## src/hw/rtl/fqt_pkg.sv

```systemverilog
`timescale 1ns / 1ps
// shared types, codes and sizes for the free quarantine table
package fqt_pkg;

    localparam int CAPACITY = 16;
    localparam int IDX_W    = (CAPACITY > 1) ? $clog2(CAPACITY) : 1;
    localparam int PTR_W    = $clog2(CAPACITY + 1);

    localparam logic [1:0] ACT_ADD   = 2'd0;
    localparam logic [1:0] ACT_DEACT = 2'd1;
    localparam logic [1:0] ACT_READ  = 2'd2;

    localparam logic [1:0] ST_OK         = 2'd0;
    localparam logic [1:0] ST_BAD_INDEX  = 2'd1;
    localparam logic [1:0] ST_NOT_ACTIVE = 2'd2;

    typedef enum logic [2:0] {
        S_IDLE,
        S_SCAN,
        S_FETCH,
        S_EVICT,
        S_RDWAIT
    } t_state;

    typedef struct packed {
        logic [15:0] start_page;
        logic [15:0] page_count;
        logic [31:0] requested_size;
        logic [7:0]  zone;
        logic [31:0] sequence_no;
    } t_entry;

    typedef struct packed {
        logic clear;
        logic sample;
    } t_scan_ctl;

    typedef struct packed {
        logic [1:0]  status;
        logic        evicted;
        logic [7:0]  slot_used;
        logic [15:0] start_page;
        logic [15:0] page_count;
        logic [31:0] requested_size;
        logic [7:0]  zone;
        logic [31:0] sequence_no;
        logic        active;
        logic [8:0]  active_count;
        logic        is_empty;
        logic        is_full;
    } t_result;

endpackage

```

## src/hw/rtl/free_quarantine_table_unit.sv

```systemverilog
`timescale 1ns / 1ps
// top level of the free quarantine table: command sequencer, flags and result register
//
// an item is taken at a rising edge with start high and busy low; action selects
// add, deactivate or read. each item gives one result beat, shown for exactly one
// cycle with o_strobe high; the receiver cannot stall and must take it then.
// for add to a table with a free slot, for deactivate, for a bad index and for
// the unused action code, the strobe shows in the cycle after the accept; a read
// of a good index first passes through S_RDWAIT, as it waits on the registered
// slot memory port. busy is low again when the strobe shows, so the next item
// may be taken then: one item per cycle for the cases without S_RDWAIT, while a read holds busy until its strobe.
// an add to a full table sweeps every slot through the one memory read port and
// the shared stamp comparator, one slot per cycle, then fetches the oldest entry.
// busy is high for the whole sweep.
// reset (synchronous, active low) marks all slots inactive and unwritten, sets
// the count to zero and the stamp to one; no clearing pass is needed, a slot
// never written reads as zero.
module free_quarantine_table_unit (
    input  logic        i_clk,
    input  logic        i_rst_n,
    input  logic        start,
    output logic        busy,
    input  logic [1:0]  i_action,
    input  logic [15:0] i_start_page,
    input  logic [15:0] i_page_count,
    input  logic [31:0] i_requested_size,
    input  logic [7:0]  i_zone_index,
    input  logic [7:0]  i_index,
    output logic        o_strobe,
    output logic [1:0]  o_status,
    output logic        o_evicted,
    output logic [7:0]  o_slot_used,
    output logic [15:0] o_out_start_page,
    output logic [15:0] o_out_page_count,
    output logic [31:0] o_out_requested_size,
    output logic [7:0]  o_out_zone_index,
    output logic [31:0] o_out_sequence,
    output logic        o_out_active,
    output logic [8:0]  o_active_count,
    output logic        o_is_empty,
    output logic        o_is_full
);

    localparam int CAP   = fqt_pkg::CAPACITY;
    localparam int IDX_W = fqt_pkg::IDX_W;
    localparam int PTR_W = fqt_pkg::PTR_W;

    fqt_pkg::t_state  r_state, n_state;
    logic [PTR_W-1:0] r_ptr, n_ptr;
    logic [CAP-1:0]   r_valid, n_valid;
    logic [CAP-1:0]   r_written, n_written;
    logic [8:0]       r_live, n_live;
    logic [31:0]      r_stamp, n_stamp;
    logic [IDX_W-1:0] r_idx, n_idx;
    fqt_pkg::t_entry  r_new, n_new;
    fqt_pkg::t_result r_res, n_res;
    logic             r_strobe, n_strobe;

    logic               mem_we;
    logic [IDX_W-1:0]   mem_waddr;
    fqt_pkg::t_entry    mem_wdata;
    logic [IDX_W-1:0]   mem_raddr;
    fqt_pkg::t_entry    mem_rdata;
    fqt_pkg::t_scan_ctl scan_ctl;
    logic [IDX_W-1:0]   scan_idx;
    logic [IDX_W-1:0]   best_idx;
    logic [IDX_W-1:0]   free_slot;
    logic [IDX_W-1:0]   in_idx;
    logic               idx_bad;
    logic               full;

    fqt_entry_mem u_mem (
        .i_clk   (i_clk),
        .i_we    (mem_we),
        .i_waddr (mem_waddr),
        .i_wdata (mem_wdata),
        .i_raddr (mem_raddr),
        .o_rdata (mem_rdata)
    );

    fqt_oldest_scan u_scan (
        .i_clk      (i_clk),
        .i_ctl      (scan_ctl),
        .i_valid    (r_valid[scan_idx]),
        .i_seq      (mem_rdata.sequence_no),
        .i_idx      (scan_idx),
        .o_best_idx (best_idx)
    );

    // lowest inactive slot
    always_comb begin
        free_slot = '0;
        for (int i = CAP - 1; i >= 0; i--) begin
            if (!r_valid[i]) begin
                free_slot = IDX_W'(i);
            end
        end
    end

    assign in_idx   = i_index[IDX_W-1:0];
    assign idx_bad  = {1'b0, i_index} >= 9'(CAP);
    assign full     = r_live >= 9'(CAP);
    assign scan_idx = IDX_W'(r_ptr - PTR_W'(1));

    always_ff @(posedge i_clk) begin
        if (!i_rst_n) begin
            r_state   <= fqt_pkg::S_IDLE;
            r_ptr     <= '0;
            r_valid   <= '0;
            r_written <= '0;
            r_live    <= '0;
            r_stamp   <= 32'd1;
            r_strobe  <= 1'b0;
        end else begin
            r_state   <= n_state;
            r_ptr     <= n_ptr;
            r_valid   <= n_valid;
            r_written <= n_written;
            r_live    <= n_live;
            r_stamp   <= n_stamp;
            r_strobe  <= n_strobe;
        end
    end

    always_ff @(posedge i_clk) begin
        r_idx <= n_idx;
        r_new <= n_new;
        r_res <= n_res;
    end

    always_comb begin
        n_state   = r_state;
        n_ptr     = r_ptr;
        n_valid   = r_valid;
        n_written = r_written;
        n_live    = r_live;
        n_stamp   = r_stamp;
        n_idx     = r_idx;
        n_new     = r_new;
        n_res     = r_res;
        n_strobe  = 1'b0;
        mem_we    = 1'b0;
        mem_waddr = free_slot;
        mem_wdata = '{start_page: i_start_page, page_count: i_page_count,
                      requested_size: i_requested_size, zone: i_zone_index,
                      sequence_no: r_stamp};
        mem_raddr = r_ptr[IDX_W-1:0];
        scan_ctl  = '0;

        case (r_state)
            fqt_pkg::S_IDLE: begin
                if (start) begin
                    n_res = '0;
                    case (i_action)
                        fqt_pkg::ACT_ADD: begin
                            if (full) begin
                                n_new          = mem_wdata;
                                n_ptr          = '0;
                                scan_ctl.clear = 1'b1;
                                n_state        = fqt_pkg::S_SCAN;
                            end else begin
                                mem_we               = 1'b1;
                                n_valid[free_slot]   = 1'b1;
                                n_written[free_slot] = 1'b1;
                                n_live               = r_live + 9'd1;
                                n_stamp              = r_stamp + 32'd1;
                                n_res.slot_used      = 8'(free_slot);
                                n_strobe             = 1'b1;
                            end
                        end
                        fqt_pkg::ACT_DEACT: begin
                            n_res.slot_used = i_index;
                            n_strobe        = 1'b1;
                            if (idx_bad) begin
                                n_res.status = fqt_pkg::ST_BAD_INDEX;
                            end else if (!r_valid[in_idx]) begin
                                n_res.status = fqt_pkg::ST_NOT_ACTIVE;
                            end else begin
                                n_valid[in_idx] = 1'b0;
                                n_live          = r_live - 9'd1;
                            end
                        end
                        fqt_pkg::ACT_READ: begin
                            n_res.slot_used = i_index;
                            if (idx_bad) begin
                                n_res.status = fqt_pkg::ST_BAD_INDEX;
                                n_strobe     = 1'b1;
                            end else begin
                                mem_raddr = in_idx;
                                n_idx     = in_idx;
                                n_state   = fqt_pkg::S_RDWAIT;
                            end
                        end
                        default: begin
                            n_strobe = 1'b1;
                        end
                    endcase
                end
            end
            fqt_pkg::S_SCAN: begin
                scan_ctl.sample = r_ptr != '0;
                if (r_ptr == PTR_W'(CAP)) begin
                    n_state = fqt_pkg::S_FETCH;
                end else begin
                    n_ptr = r_ptr + PTR_W'(1);
                end
            end
            fqt_pkg::S_FETCH: begin
                mem_raddr = best_idx;
                n_state   = fqt_pkg::S_EVICT;
            end
            fqt_pkg::S_EVICT: begin
                n_res.evicted        = 1'b1;
                n_res.slot_used      = 8'(best_idx);
                n_res.start_page     = mem_rdata.start_page;
                n_res.page_count     = mem_rdata.page_count;
                n_res.requested_size = mem_rdata.requested_size;
                n_res.zone           = mem_rdata.zone;
                n_res.sequence_no    = mem_rdata.sequence_no;
                n_res.active         = 1'b0;
                mem_we               = 1'b1;
                mem_waddr            = best_idx;
                mem_wdata            = r_new;
                mem_wdata.sequence_no = r_stamp;
                n_valid[best_idx]    = 1'b1;
                n_written[best_idx]  = 1'b1;
                n_stamp              = r_stamp + 32'd1;
                n_strobe             = 1'b1;
                n_state              = fqt_pkg::S_IDLE;
            end
            fqt_pkg::S_RDWAIT: begin
                if (r_written[r_idx]) begin
                    n_res.start_page     = mem_rdata.start_page;
                    n_res.page_count     = mem_rdata.page_count;
                    n_res.requested_size = mem_rdata.requested_size;
                    n_res.zone           = mem_rdata.zone;
                    n_res.sequence_no    = mem_rdata.sequence_no;
                end
                n_res.active = r_valid[r_idx];
                n_strobe     = 1'b1;
                n_state      = fqt_pkg::S_IDLE;
            end
            default: begin
                n_state = fqt_pkg::S_IDLE;
            end
        endcase

        n_res.active_count = n_live;
        n_res.is_empty     = n_live == 9'd0;
        n_res.is_full      = n_live >= 9'(CAP);
    end

    assign busy                 = r_state != fqt_pkg::S_IDLE;
    assign o_strobe             = r_strobe;
    assign o_status             = r_res.status;
    assign o_evicted            = r_res.evicted;
    assign o_slot_used          = r_res.slot_used;
    assign o_out_start_page     = r_res.start_page;
    assign o_out_page_count     = r_res.page_count;
    assign o_out_requested_size = r_res.requested_size;
    assign o_out_zone_index     = r_res.zone;
    assign o_out_sequence       = r_res.sequence_no;
    assign o_out_active         = r_res.active;
    assign o_active_count       = r_res.active_count;
    assign o_is_empty           = r_res.is_empty;
    assign o_is_full            = r_res.is_full;

endmodule

```

## src/hw/rtl/fqt_entry_mem.sv

```systemverilog
`timescale 1ns / 1ps
// slot storage: one write port, one registered read port
module fqt_entry_mem (
    input  logic                      i_clk,
    input  logic                      i_we,
    input  logic [fqt_pkg::IDX_W-1:0] i_waddr,
    input  fqt_pkg::t_entry           i_wdata,
    input  logic [fqt_pkg::IDX_W-1:0] i_raddr,
    output fqt_pkg::t_entry           o_rdata
);

    fqt_pkg::t_entry r_mem [fqt_pkg::CAPACITY];
    fqt_pkg::t_entry r_rdata;

    always_ff @(posedge i_clk) begin
        if (i_we) begin
            r_mem[i_waddr] <= i_wdata;
        end
        r_rdata <= r_mem[i_raddr];
    end

    assign o_rdata = r_rdata;

endmodule

```

## src/hw/rtl/fqt_oldest_scan.sv

```systemverilog
`timescale 1ns / 1ps
// running minimum of stamps over a slot sweep, ties to the lowest slot
module fqt_oldest_scan (
    input  logic                      i_clk,
    input  fqt_pkg::t_scan_ctl        i_ctl,
    input  logic                      i_valid,
    input  logic [31:0]               i_seq,
    input  logic [fqt_pkg::IDX_W-1:0] i_idx,
    output logic [fqt_pkg::IDX_W-1:0] o_best_idx
);

    logic                      r_found;
    logic [31:0]               r_best_seq;
    logic [fqt_pkg::IDX_W-1:0] r_best_idx;
    logic                      take;

    assign take = i_ctl.sample && i_valid && (!r_found || (i_seq < r_best_seq));

    always_ff @(posedge i_clk) begin
        if (i_ctl.clear) begin
            r_found <= 1'b0;
        end else if (take) begin
            r_found    <= 1'b1;
            r_best_seq <= i_seq;
            r_best_idx <= i_idx;
        end
    end

    assign o_best_idx = r_best_idx;

endmodule
```

## config.mk

```make
export PLATFORM = sky130hd
export DESIGN_NAME = free_quarantine_table_unit
export DESIGN_NICKNAME = d
export VERILOG_FILES = /design/src/hw/rtl/fqt_pkg.sv /design/src/hw/rtl/free_quarantine_table_unit.sv /design/src/hw/rtl/fqt_entry_mem.sv /design/src/hw/rtl/fqt_oldest_scan.sv
export SDC_FILE = /design/constraint.sdc
export NUM_CORES = 2
export LEC_CHECK = 0
export BUFFER_PORTS_ARGS = -buffer_cell sky130_fd_sc_hd__buf_2
export CORE_ASPECT_RATIO = 1.75
export CORE_MARGIN = 10
export CORE_UTILIZATION = 65
export CTS_BUF_LIST = sky130_fd_sc_hd__clkbuf_8
export DETAILED_ROUTE_END_ITERATION = 8
export GPL_TIMING_DRIVEN = 0
export PLACE_DENSITY = 0.88
export SLEW_MARGIN = 10
export SYNTH_ARGS = -nofsm -noshare
export SYNTH_HDL_FRONTEND = slang
export SYNTH_SLANG_ARGS = --single-unit
```

## constraint.sdc

```tcl
create_clock -name i_clk -period 28.6 [get_ports i_clk]
set_input_delay 5.72 -clock i_clk [delete_from_list [all_inputs] [get_ports i_clk]]
set_output_delay 5.72 -clock i_clk [all_outputs]
set_load 0.02 [all_outputs]
```

==> results.toml <==
[place]
place_area_mm2 = 0.0846
io_buffers = 213
dp_hpwl_mm = 140
gp_congestion = 0.924

[clocking]
post_cts_buffers = 0
cts_buffers = 289
cts_buffer_depth = 4
clk_pin_slew_ns = 0.07
cts_sinks = 2090
cts_tree = "done"
cts_hold_buf = 0
clk_latency_ns = 1.05
cts_max_level = 5
ctsResizeCount = 0
cts-root-buf = "clkbuf_8"

[timing]
fmax_mhz = 98.9
drv_slew = 0
setup_viol = 0
tightest_slew_ns = 1.41
relSlewSlack = 0.0595
fin_skew_ns = 0.0996
hold_slack_ns = 0.458
final.period_utilization = 0.354
layout_min_cycle_time_ns = 10.11
grt_setup_unrepaired = "false"
tns_ns = 0
finalHoldViolCount = 0

[global_route]
grt_usage = 0.329
grt_pass1_vias = 50586
antenna_found_initial = 16
grt_first_pass_wirelength_mm = 329
grt_overflow_total = 0
grt_max_degree = 54

[finish]
fin_util = 0.743
fin_area_mm2 = 0.0901
multi_input_area_mm2 = 0.0174
syn_to_final_growth_pct = 13.6
nets = 5427
n_fill_cell = 6094
seq_area_mm2 = 0.0608
drive_gt1_frac = 0.142

[power_and_ir_drop]
p_comb_frac = 0.032
p_sw_frac = 0.215
pwr-share-clk = 0.388
p_per_area_mw_per_mm2 = 64.3
seqPwrFrac = 0.579
irDropWorstVdd_mv = 0.0620
total_power_w = 0.00579
power_switching_w = 0.00125
total_leakage_power_nw = 35.9
power.internal_w = 0.00454

[synth]
ys_warn_count = 0
syn_avg_cell_area_um2 = 16.9
synth_top_area_share = 0.716
synthMostInstantiatedCell = "edfxtp_1"
syn_nets = 4822
synth_common_cells = "edfxtp_1, mux2i_1, o22ai_1"
ys_types = 67
synthCells = 4695
synth_seq_cells = 2090
synth_ff_type = "edfxtp_1"
synthTopCellsByArea = "edfxtp_1, mux2i_1, dfxtp_1"
synth_top_cell_by_area = "edfxtp_1"
async_flop_share = 0
ys_seq_area_frac = 0.766
netlist_area_mm2 = 0.0793
synth-edff-count = 1892

[drt]
vias = 49681
routedWlPerCell_um = 32.1
detail_route.first_pass.iterations = 8
wirelength_mm = 229
avgViaCountPerCell = 6.96
drt-initial-drc-count = 7599
antenna_left = 0
drc = 0

[job]
maxCapViolCount = 0

[setup_path]
cp_top_family = "buffers and inverters"
crit_path_end_kind = "flip-flop"
worstSetupPathType = "primary input to flip-flop"
startpoint_type = "primary input"
critPathMaxFanout = 10
crit_chain = "buf_2, or4b_1, buf_4, clkinv_2, nand3_1, o221ai_1, clkbuf_1, buf_1, mux2i_1, o22ai_1, or4_1"
r2r_setup_slack_ns = 22.79
max_stage_delay_ns = 1.00
cp_slowest_cell = "clkbuf_1"
cp_data_required_time_ns = 29.42
crit_buf_inv = 5
worstPathArrival_ns = 10.93

[die]
dieArea_mm2 = 0.137
rows = 169
initial_core_util = 0.655
ios = 214
die_h_um = 482
core_region_area_mm2 = 0.121
dieWidth_um = 284

[hold_path]
min_path_type = "flip-flop to flip-flop"

[run_status]
outcome = "finished clean"
-- layout by cell type, fill, tap and decap left out, types with 18 or more instances in the layout --
cell type and instances:
o22ai_1 420, mux2i_1 840, nor3_1 22, buf_1 45, clkbuf_8 316, nor2b_1 116, ha_1 42, nand4_1 20
a21oi_1 47, buf_16 27, nand3_1 27, nand2_1 307, nand2b_1 18, edfxtp_1 1892, mux4_2 18, nor2_1 67
clkinv_1 53, o21ai_0 51, clkinv_2 35, buf_2 253, or4_1 108, inv_1 141, buf_12 57, dfxtp_1 198
clkbuf_1 159
-- registers in the layout (all words and copies together) (netlist names), 16 cells and up --
name	cells
u_mem.r_mem	1664
o_out_page_count	16
r_new	72
r_valid	16
u_scan.r_best_seq	32
o_out_requested_size	32
o_out_start_page	16
o_out_sequence	32
r_written	16
r_stamp	32
u_mem.o_rdata	104
-- layout make-up --
type,instances,area share
clock buffer,316,0.0483
timing repair buffer,314,0.0345
antenna,6,0.000167
sequential,2090,0.675
buffer,250,0.0112
inverter,67,0.00286
clock inverter,183,0.0125
multi-input combinational,2288,0.193
tap,1624,0.0226
-- power by group through the flow --
stage / Combinational [W] / Sequential (W) / Clock (W)
floorplan: 0.0000964 / 0.00343 / 0
global placement: 0.000167 / 0.00342 / 0
detailed placement: 0.000179 / 0.00342 / 0
CTS: 0.000184 / 0.00335 / 0.00224
global route: 0.000196 / 0.00335 / 0.00237
finish: 0.000188 / 0.00335 / 0.00225
-- routing by layer --
metal  GRT usage  up-vias  wire length (um)
li1            -    19591                 -
met1       0.364    23807             69200
met2       0.544     4929            111000
met3      0.0966     1334             30300
met4       0.234       20             19000
met5           0        -               138
-- cells by family (layout without fill, tap and decap cells) --
logic type | Yosys count | count (layout) | share of synthesized area
AOI/OAI and AO/OA | 593 | 593 | 0.0470
buffers and inverters | 317 | 1130 | 0.0158
xor gates and xnor gates | 27 | 27 | 0.00298
muxes | 862 | 862 | 0.112
other | 0 | 6 | 0
adders and majority gates | 42 | 42 | 0.00663
and+or+nand+nor | 764 | 764 | 0.0496
DFF | 2090 | 2090 | 0.766
-- through the flow --
stage / std cells / worst slack [ns]
after global routing: 7134 / 18.67
after global placement: 6532 / 5.10
after CTS: 7132 / 18.90
final: 7138 / 18.49
after floorplan: 4695 / 13.58
after detailed placement: 6633 / 17.99
-- worst register-to-register path: cells and delay by family (launching register included) --
kind / cells / cell delay, ns
AO/OA/AOI/OAI: 2 / 1.00
buffers and inverters: 5 / 2.40
flip-flops: 1 / 0.30
multiplexers: 1 / 0.36
AND/OR/NAND/NOR: 3 / 1.55
-- final timing paths --
path                          start                    end  cells after the start
setup / recovery              start      u_mem.o_rdata[14]                     11
hold reg to reg   u_mem.o_rdata[13]  u_scan.r_best_seq[13]                      0
setup reg to reg         r_state[1]      u_mem.o_rdata[14]                     11
hold / removal    u_mem.o_rdata[13]  u_scan.r_best_seq[13]                      0
No activity file was read; power rests on OpenSTA's default activity.
